==> src/rtl/gtpq_pkg.sv <==
// gtpq_pkg: types, codes and defaults shared by the playout queue modules.
// No dependencies.
package gtpq_pkg;

   localparam int DEFAULT_CAPACITY = 16;

   localparam int GEN_W    = 32;
   localparam int TIME_W   = 48;
   localparam int HANDLE_W = 16;
   localparam int AGE_W    = 32;
   localparam int CNT5_W   = 5;

   localparam int REQ_DATA_W = 104;
   localparam int RSP_DATA_W = 112;
   localparam int CSR_ADDR_W = 3;
   localparam int CSR_DATA_W = 32;

   // Word index of the age limit register on the csr port
   localparam logic CSR_IDX_MAX_AGE = 1'b0;

   // Request kinds
   localparam logic [2:0] OP_OPEN    = 3'd0;
   localparam logic [2:0] OP_ADVANCE = 3'd1;
   localparam logic [2:0] OP_CLOSE   = 3'd2;
   localparam logic [2:0] OP_PUSH    = 3'd3;
   localparam logic [2:0] OP_POP     = 3'd4;

   // Result status codes
   localparam logic [2:0] STAT_ACCEPTED = 3'd0;
   localparam logic [2:0] STAT_REPLACED = 3'd1;
   localparam logic [2:0] STAT_CLOSED   = 3'd2;
   localparam logic [2:0] STAT_STALE    = 3'd3;
   localparam logic [2:0] STAT_FRAME    = 3'd4;
   localparam logic [2:0] STAT_NONE     = 3'd5;
   localparam logic [2:0] STAT_DONE     = 3'd6;

   typedef struct packed {
      logic [GEN_W-1:0]    generation;
      logic [TIME_W-1:0]   arrival;
      logic [HANDLE_W-1:0] handle;
   } entry_type;

endpackage

==> src/rtl/gtpq_store.sv <==
// gtpq_store: descriptor memory of the playout queue, one write and one
// registered read port. Depends on gtpq_pkg.
module gtpq_store
   import gtpq_pkg::*;
#(
   parameter int DEPTH = DEFAULT_CAPACITY
) (
   input  logic                     clock,
   input  logic                     wr_en,
   input  logic [$clog2(DEPTH)-1:0] wr_addr,
   input  entry_type                wr_data,
   input  logic [$clog2(DEPTH)-1:0] rd_addr,
   output entry_type                rd_data
);

   entry_type mem [DEPTH];
   entry_type rd_data_ff;

   always_ff @(posedge clock) begin
      if (wr_en) begin
         mem[wr_addr] <= wr_data;
      end
      rd_data_ff <= mem[rd_addr];
   end

   assign rd_data = rd_data_ff;

endmodule

==> src/rtl/gtpq_age_check.sv <==
// gtpq_age_check: shared expiry compare, used once per examined entry.
// Depends on gtpq_pkg.
module gtpq_age_check
   import gtpq_pkg::*;
(
   input  logic              enable,
   input  logic [TIME_W-1:0] now_us,
   input  logic [TIME_W-1:0] arrival_us,
   input  logic [AGE_W-1:0]  max_age_us,
   output logic              expired
);

   logic [TIME_W:0] diff;

   // diff[TIME_W] is the borrow: set when the arrival lies in the future
   assign diff = {1'b0, now_us} - {1'b0, arrival_us};

   assign expired = enable && (max_age_us != '0) && !diff[TIME_W] &&
                    (diff[TIME_W-1:0] > {{(TIME_W-AGE_W){1'b0}}, max_age_us});

endmodule

==> src/rtl/generation_tagged_playout_queue.sv <==
// generation_tagged_playout_queue: drop-oldest descriptor queue with generation tag.
// Depends on gtpq_pkg, gtpq_store and gtpq_age_check.
// Sequence: a request is captured in S_IDLE, executed in S_EXEC and its result
// registered in S_DONE once the output is free; a pop adds S_POP_RD (memory read) and
// S_POP_EV (evaluation) per examined entry. Requests are taken only in S_IDLE.
// Reset: queue closed and empty, generation and max_age_us zero; the entry
// memory is not cleared and needs no clearing pass.
module generation_tagged_playout_queue
   import gtpq_pkg::*;
#(
   parameter int CAPACITY = DEFAULT_CAPACITY
) (
   input  logic                  clock,
   input  logic                  reset,
   // req_tdata: generation[31:0], time_us[79:32], payload_handle[95:80],
   //            use_age_limit[96], zero[103:97]
   input  logic                  req_tvalid,
   output logic                  req_tready,
   input  logic [REQ_DATA_W-1:0] req_tdata,
   input  logic [2:0]            req_tuser,   // req_type[2:0]
   // rsp_tdata: out_generation[31:0], out_arrival_us[79:32],
   //            out_payload_handle[95:80], aged_out_count[100:96],
   //            fill_level[105:101], zero[111:106]
   output logic                  rsp_tvalid,
   input  logic                  rsp_tready,
   output logic [RSP_DATA_W-1:0] rsp_tdata,
   output logic [2:0]            rsp_tuser,   // status[2:0]
   input  logic                  csr_psel,
   input  logic                  csr_penable,
   input  logic                  csr_pwrite,
   input  logic [CSR_ADDR_W-1:0] csr_paddr,
   input  logic [CSR_DATA_W-1:0] csr_pwdata,
   output logic [CSR_DATA_W-1:0] csr_prdata,
   output logic                  csr_pready
);

   localparam int PW = $clog2(CAPACITY);
   localparam int CW = $clog2(CAPACITY + 1);
   localparam int SW = PW + 1;

   typedef enum logic [4:0] {
      S_IDLE   = 5'b00001,
      S_EXEC   = 5'b00010,
      S_POP_RD = 5'b00100,
      S_POP_EV = 5'b01000,
      S_DONE   = 5'b10000
   } state_type;

   state_type state_ff, state_in;

   // captured request
   logic [2:0]          op_ff, op_in;
   logic [GEN_W-1:0]    gen_ff, gen_in;
   logic [TIME_W-1:0]   time_ff, time_in;
   logic [HANDLE_W-1:0] handle_ff, handle_in;
   logic                use_age_ff, use_age_in;

   // queue state
   logic [PW-1:0]    rp_ff, rp_in;
   logic [CW-1:0]    count_ff, count_in;
   logic [GEN_W-1:0] cur_gen_ff, cur_gen_in;
   logic             open_ff, open_in;
   logic [AGE_W-1:0] max_age_ff, max_age_in;

   // result under construction
   logic [2:0]          res_status_ff, res_status_in;
   logic [GEN_W-1:0]    res_gen_ff, res_gen_in;
   logic [TIME_W-1:0]   res_arr_ff, res_arr_in;
   logic [HANDLE_W-1:0] res_handle_ff, res_handle_in;
   logic [CNT5_W-1:0]   res_exp_ff, res_exp_in;

   // output register
   logic                  rsp_valid_ff, rsp_valid_in;
   logic [RSP_DATA_W-1:0] rsp_data_ff, rsp_data_in;
   logic [2:0]            rsp_user_ff, rsp_user_in;

   logic            req_accept;
   logic            csr_write;
   logic            wr_en;
   logic [PW-1:0]   wr_addr;
   entry_type       wr_data;
   entry_type       rd_data;
   logic            age_expired;
   logic [SW-1:0]   slot_sum;
   logic [PW-1:0]   tail_slot;
   logic            out_free;

   function automatic logic [PW-1:0] ptr_next(input logic [PW-1:0] p);
      logic [PW-1:0] r;
      if (p == PW'(CAPACITY - 1)) begin
         r = '0;
      end else begin
         r = p + 1'b1;
      end
      return r;
   endfunction

   gtpq_store #(
      .DEPTH (CAPACITY)
   ) u_store (
      .clock   (clock),
      .wr_en   (wr_en),
      .wr_addr (wr_addr),
      .wr_data (wr_data),
      .rd_addr (rp_ff),
      .rd_data (rd_data)
   );

   gtpq_age_check u_age (
      .enable     (use_age_ff),
      .now_us     (time_ff),
      .arrival_us (rd_data.arrival),
      .max_age_us (max_age_ff),
      .expired    (age_expired)
   );

   assign req_tready = (state_ff == S_IDLE);
   assign req_accept = req_tvalid && req_tready;
   assign out_free   = !rsp_valid_ff || rsp_tready;

   assign csr_pready = 1'b1;
   assign csr_write  = csr_psel && csr_penable && csr_pwrite && csr_pready;
   assign csr_prdata = (csr_paddr[2] == CSR_IDX_MAX_AGE) ? max_age_ff : '0;

   // tail slot for a non-full queue: (rp + count) mod CAPACITY, sum < 2*CAPACITY
   assign slot_sum  = SW'(rp_ff) + SW'(count_ff);
   assign tail_slot = (slot_sum >= SW'(CAPACITY)) ? PW'(slot_sum - SW'(CAPACITY))
                                                   : PW'(slot_sum);

   assign wr_data.generation = gen_ff;
   assign wr_data.arrival    = time_ff;
   assign wr_data.handle     = handle_ff;

   always_comb begin
      state_in      = state_ff;
      op_in         = op_ff;
      gen_in        = gen_ff;
      time_in       = time_ff;
      handle_in     = handle_ff;
      use_age_in    = use_age_ff;
      rp_in         = rp_ff;
      count_in      = count_ff;
      cur_gen_in    = cur_gen_ff;
      open_in       = open_ff;
      max_age_in    = max_age_ff;
      res_status_in = res_status_ff;
      res_gen_in    = res_gen_ff;
      res_arr_in    = res_arr_ff;
      res_handle_in = res_handle_ff;
      res_exp_in    = res_exp_ff;
      rsp_valid_in  = rsp_valid_ff;
      rsp_data_in   = rsp_data_ff;
      rsp_user_in   = rsp_user_ff;
      wr_en         = 1'b0;
      wr_addr       = tail_slot;

      if (csr_write && csr_paddr[2] == CSR_IDX_MAX_AGE) begin
         max_age_in = csr_pwdata;
      end

      if (rsp_valid_ff && rsp_tready) begin
         rsp_valid_in = 1'b0;
      end

      case (state_ff)
         S_IDLE: begin
            if (req_accept) begin
               op_in      = req_tuser;
               gen_in     = req_tdata[31:0];
               time_in    = req_tdata[79:32];
               handle_in  = req_tdata[95:80];
               use_age_in = req_tdata[96];
               state_in   = S_EXEC;
            end
         end
         S_EXEC: begin
            res_status_in = STAT_DONE;
            res_gen_in    = '0;
            res_arr_in    = '0;
            res_handle_in = '0;
            res_exp_in    = '0;
            state_in      = S_DONE;
            case (op_ff)
               OP_OPEN: begin
                  rp_in      = '0;
                  count_in   = '0;
                  cur_gen_in = gen_ff;
                  open_in    = (gen_ff != '0);
               end
               OP_ADVANCE: begin
                  if (open_ff && gen_ff > cur_gen_ff) begin
                     rp_in      = '0;
                     count_in   = '0;
                     cur_gen_in = gen_ff;
                  end
               end
               OP_CLOSE: begin
                  rp_in      = '0;
                  count_in   = '0;
                  cur_gen_in = '0;
                  open_in    = 1'b0;
               end
               OP_PUSH: begin
                  if (!open_ff) begin
                     res_status_in = STAT_CLOSED;
                  end else if (gen_ff != cur_gen_ff) begin
                     res_status_in = STAT_STALE;
                  end else if (count_ff == CW'(CAPACITY)) begin
                     // full: overwrite the head slot and move the head on
                     res_status_in = STAT_REPLACED;
                     wr_en         = 1'b1;
                     wr_addr       = rp_ff;
                     rp_in         = ptr_next(rp_ff);
                  end else begin
                     res_status_in = STAT_ACCEPTED;
                     wr_en         = 1'b1;
                     count_in      = count_ff + 1'b1;
                  end
               end
               OP_POP: begin
                  res_status_in = STAT_NONE;
                  if (open_ff && count_ff != '0) begin
                     state_in = S_POP_RD;
                  end
               end
               default: begin
               end
            endcase
         end
         S_POP_RD: begin
            state_in = S_POP_EV;
         end
         S_POP_EV: begin
            rp_in    = ptr_next(rp_ff);
            count_in = count_ff - 1'b1;
            if (rd_data.generation == cur_gen_ff && !age_expired) begin
               res_status_in = STAT_FRAME;
               res_gen_in    = rd_data.generation;
               res_arr_in    = rd_data.arrival;
               res_handle_in = rd_data.handle;
               state_in      = S_DONE;
            end else begin
               if (rd_data.generation == cur_gen_ff) begin
                  res_exp_in = res_exp_ff + 1'b1;
               end
               if (count_ff == CW'(1)) begin
                  state_in = S_DONE;
               end else begin
                  state_in = S_POP_RD;
               end
            end
         end
         S_DONE: begin
            if (out_free) begin
               rsp_valid_in = 1'b1;
               rsp_user_in  = res_status_ff;
               rsp_data_in  = {6'b0, CNT5_W'(count_ff), res_exp_ff, res_handle_ff,
                               res_arr_ff, res_gen_ff};
               state_in     = S_IDLE;
            end
         end
         default: begin
            state_in = S_IDLE;
         end
      endcase
   end

   always_ff @(posedge clock) begin
      if (reset) begin
         state_ff     <= S_IDLE;
         rp_ff        <= '0;
         count_ff     <= '0;
         cur_gen_ff   <= '0;
         open_ff      <= 1'b0;
         max_age_ff   <= '0;
         rsp_valid_ff <= 1'b0;
      end else begin
         state_ff     <= state_in;
         rp_ff        <= rp_in;
         count_ff     <= count_in;
         cur_gen_ff   <= cur_gen_in;
         open_ff      <= open_in;
         max_age_ff   <= max_age_in;
         rsp_valid_ff <= rsp_valid_in;
      end
   end

   always_ff @(posedge clock) begin
      op_ff         <= op_in;
      gen_ff        <= gen_in;
      time_ff       <= time_in;
      handle_ff     <= handle_in;
      use_age_ff    <= use_age_in;
      res_status_ff <= res_status_in;
      res_gen_ff    <= res_gen_in;
      res_arr_ff    <= res_arr_in;
      res_handle_ff <= res_handle_in;
      res_exp_ff    <= res_exp_in;
      rsp_data_ff   <= rsp_data_in;
      rsp_user_ff   <= rsp_user_in;
   end

   assign rsp_tvalid = rsp_valid_ff;
   assign rsp_tdata  = rsp_data_ff;
   assign rsp_tuser  = rsp_user_ff;

endmodule
==> config.mk <==
export PLATFORM = sky130hd
export DESIGN_NAME = generation_tagged_playout_queue
export DESIGN_NICKNAME = d
export VERILOG_FILES = /design/src/rtl/gtpq_pkg.sv /design/src/rtl/gtpq_store.sv /design/src/rtl/gtpq_age_check.sv /design/src/rtl/generation_tagged_playout_queue.sv
export SDC_FILE = /design/constraint.sdc
export NUM_CORES = 2
export LEC_CHECK = 0
export ABC_AREA = 1
export ABC_CLOCK_PERIOD_IN_PS = 7350
export BUFFER_PORTS_ARGS = -buffer_cell sky130_fd_sc_hd__buf_2
export CAP_MARGIN = 20
export CELL_PAD_IN_SITES_DETAIL_PLACEMENT = 1
export CELL_PAD_IN_SITES_GLOBAL_PLACEMENT = 2
export CORE_ASPECT_RATIO = 0.75
export CORE_MARGIN = 2
export CORE_UTILIZATION = 41
export CTS_BUF_LIST = sky130_fd_sc_hd__clkbuf_4 sky130_fd_sc_hd__clkbuf_8
export DETAILED_ROUTE_END_ITERATION = 8
export GPL_ROUTABILITY_DRIVEN = 0
export PLACE_DENSITY_LB_ADDON = 0.08
export SLEW_MARGIN = 20
export SYNTH_ARGS = -nofsm -noshare
export SYNTH_HDL_FRONTEND = slang
export SYNTH_SLANG_ARGS = --single-unit
==> constraint.sdc <==
create_clock -name clock -period 7.35 [get_ports clock]
set_input_delay 0.735 -clock clock [delete_from_list [all_inputs] [get_ports clock]]
set_output_delay 0.735 -clock clock [all_outputs]
set_load 0.005 [all_outputs]
==> flow_summary.toml <==
[clock_network]
clk_pin_slew_worst_paths_ns = 0.06
clk_path_buf_depth = 4
clock-root-buffer = "clkbuf_8"
post_cts_resized = 0
cts_buffers = 329
cts-htree-levels = 5
numClockSinks = 2025
post_cts_buffers = 0
clk_latency_ns = 0.96
holdBufCountCts = 94
cts_tree = "built"

[floorplanning]
rows = 141
coreArea_mm2 = 0.1964
fp.dieArea_mm2 = 0.2007
die_y_um = 388.5
ioPinCount = 299
initial_core_util = 0.4116
die_w_um = 516.7

[sta]
hold_viol = 0
skew_ns = 0.07284
fin_crit_sh = 0.8299
fin_hold_ws_ns = 0.05942
period_needed_ns = 6.100
finalSetupViolCount = 0
slew_viol_final = 0
fmax_mhz = 163.9
tightest_slew_ns = 1.116
rsz0062_at_grt = "no"
slew_headroom = 0.2563
tns_ns = 0

[placement]
dp_hpwl_mm = 140.7
io_buffers = 282
placed_area_mm2 = 0.08553

[yosys]
ys.flop_type = "edfxtp_1"
synth-simple-area-share = 0.09281
synthAdderAreaFrac = 0.01907
ys_top_cells_by_area = "edfxtp_1 (69%), o21ai_0 (5.1%), nor2_1 (4.8%)"
synth_top_family_by_area = "compound AO/OA/AOI/OAI gates"
synth-seq-cells = 2025
synth.distinct_cells = 51
yosysWarnings = 0
netlist_area_mm2 = 0.08082
synth.avg_cell_area_um2 = 12.72
synth_edf_count = 1849
async_reset_ff_frac = 0
synth_compound_area_frac = 0.1143
synth-xor-area-share = 0.006920
synth_mux_area_frac = 0
synth_top_cell_area_share = 0.6870
ys_seq_area_frac = 0.7306
yosysTopAreaCell = "edfxtp_1"
syn_inst = 6356

[detailed_routing]
drc = 0
routed_wl_mm = 252.5
via_per_inst = 5.480
ant_nets = 0
dr_total_vias = 53219
wire_per_inst_um = 26.00
drtIter0Drc = 4333
drtPass1Iterations = 5

[cells_and_area]
final_common_cell = "edfxtp_1"
layout.nets = 7072
area_delta_synth_final_pct = 15.21
fillers = 20201
fin_area_mm2 = 0.09311
drive_above_1_share = 0.1408
layout_common_cells = "edfxtp_1 (1,849), nor2_1 (1,022), o21ai_0 (821), nand2_1 (544), inv_1 (391)"

[power_and_ir_drop]
leakage_nw = 32.57
power_density_mw_per_mm2 = 258.6
ir_worst_vdd_v = 0.0001551

[job]
maxCapViolCount = 0

[worst_setup_path]
cp-start-kind = "register"
endpoint_kind = "register"
critPathMaxFanout = 26
worstSetupPathType = "reg -> reg"
required_ns = 7.96
cp.arrival_ns = 6.71

[global_routing]
grt_usage = 0.2482
grt_pass1_vias = 54766
grt_overflow = 0
grt_pass1_wl_mm = 369.7
grt_max_degree = 206
antenna_found_initial = 6

[run_status]
status = "finished, final reports clean"

[hold_path]
hp-class = "in -> reg"
[cell type report]
class | instances | area, um2 | area share
Sequential cell | 2025 | 59060 | 0.6343
Tap cell | 2645 | 3309 | 0.03554
Multi-Input combinational cell | 3567 | 19010 | 0.2041
Antenna cell | 5 | 12.51 | 0.0001344
Timing Repair Buffer | 477 | 3556 | 0.03819
Inverter | 401 | 1533 | 0.01646
Clock buffer | 497 | 5989 | 0.06433
Clock inverter | 94 | 643.1 | 0.006907
[cells in the mapped netlist (3+ instances only)]
cell / count
a211oi_1: 33
a21o_1: 3
a21oi_1: 150
a31oi_1: 3
and2_1: 3
buf_1: 29
buf_2: 11
buf_4: 8
clkbuf_1: 320
dfxtp_1: 176
edfxtp_1: 1849
ha_1: 120
inv_1: 392
inv_2: 7
nand2_1: 546
nand3_1: 166
nand3_2: 6
nand3b_1: 3
nand4_1: 24
nor2_1: 1040
nor2_2: 11
nor3_1: 19
nor3_2: 4
nor4_1: 19
o211ai_1: 100
o21a_1: 8
o21ai_0: 821
o21bai_1: 12
o221ai_1: 287
o22ai_1: 97
xnor2_1: 28
xor2_1: 34
[state kept, by name (all words and copies together), names as in the netlist, 4 cells and up]
| signal | flops |
|---|---|
| max_age_ff | 32 |
| rp_ff | 4 |
| gen_ff | 32 |
| rsp_tdata | 106 |
| u_store.mem | 1536 |
| handle_ff | 16 |
| res_handle_ff | 16 |
| u_store.rd_data | 96 |
| count_ff | 5 |
| state_ff | 5 |
| cur_gen_ff | 32 |
| res_exp_ff | 5 |
| time_ff | 48 |
| res_gen_ff | 32 |
| res_arr_ff | 48 |
[per-stage QoR]
stage | utilization | power, mW | std cells | setup WS, ns
after floorplan | - | 13.74 | 6361 | 0.4568
after global placement | 0.4353 | 14.26 | 9019 | 1.139
after detailed placement | 0.4356 | 14.28 | 9021 | 1.187
after CTS | 0.4741 | 24.32 | 9706 | 1.144
after global routing | 0.4742 | 24.92 | 9709 | 0.7375
final | 0.4742 | 24.08 | 9711 | 1.250
[report_power, final]
part,leakage [nW],total [mW],internal [mW],switching [mW]
clock,3.52,10.0,5.43,4.57
combinational,11.0,1.11,0.359,0.752
sequential,18.0,13.0,12.7,0.250
[metal layers]
layer	track usage	vias up	share of wire
met5	0	-	0
met3	0.03009	333	0.046
met2	0.3856	1353	0.45
met4	0.05594	0	0.019
li1	-	24142	-
met1	0.3722	27391	0.49
[final timing paths]
check / from / to / slack [ns] / cells after the start
max: time_ff[3]$_DFFE_PP_ / res_arr_ff[1]$_SDFFCE_PN0P_ / 1.25 / 25
min: req_tdata[7] / gen_ff[7]$_DFFE_PP_ / 0.06 / 1
max reg2reg: time_ff[3]$_DFFE_PP_ / res_arr_ff[1]$_SDFFCE_PN0P_ / 1.25 / 25
min reg2reg: res_arr_ff[43]$_SDFFCE_PN0P_ / rsp_tdata[75]$_DFFE_PP_ / 0.39 / 0
[worst max-delay path: stages, from the launching register on]
cell and delay, ns:
edfxtp_1 0.65, ha_1 0.52, nand2_1 0.12, nor2_1 0.31, nand2_1 0.09, nand2_1 0.19
nand2_1 0.08, nand2_1 0.19, a31oi_1 0.14, xnor2_1 0.42, ha_1 0.21, nand2_1 0.07
nor2_1 0.15, nand4_1 0.13, nor3b_1 0.28, nand4_1 0.14, nand2_1 0.21, nand2_1 0.09
nor2_1 0.09, nand3_1 0.08, nor2_1 0.09, nand2_1 0.05, nand2_1 0.40, nand3_1 0.24
nand2_4 0.46, buf_12 0.27
[cell families (layout without fill, tap and decap cells)]
| kind of cell | count (synthesis) | in the layout |
|---|---|---|
| flops | 2025 | 2025 |
| simple gates | 1854 | 1854 |
| compound gates | 1521 | 1521 |
| buf+inv | 769 | 1469 |
| fa+ha+maj | 122 | 122 |
| xor+xnor | 63 | 63 |
| other cells | 2 | 12 |
(Power assumes the default switching activity.)
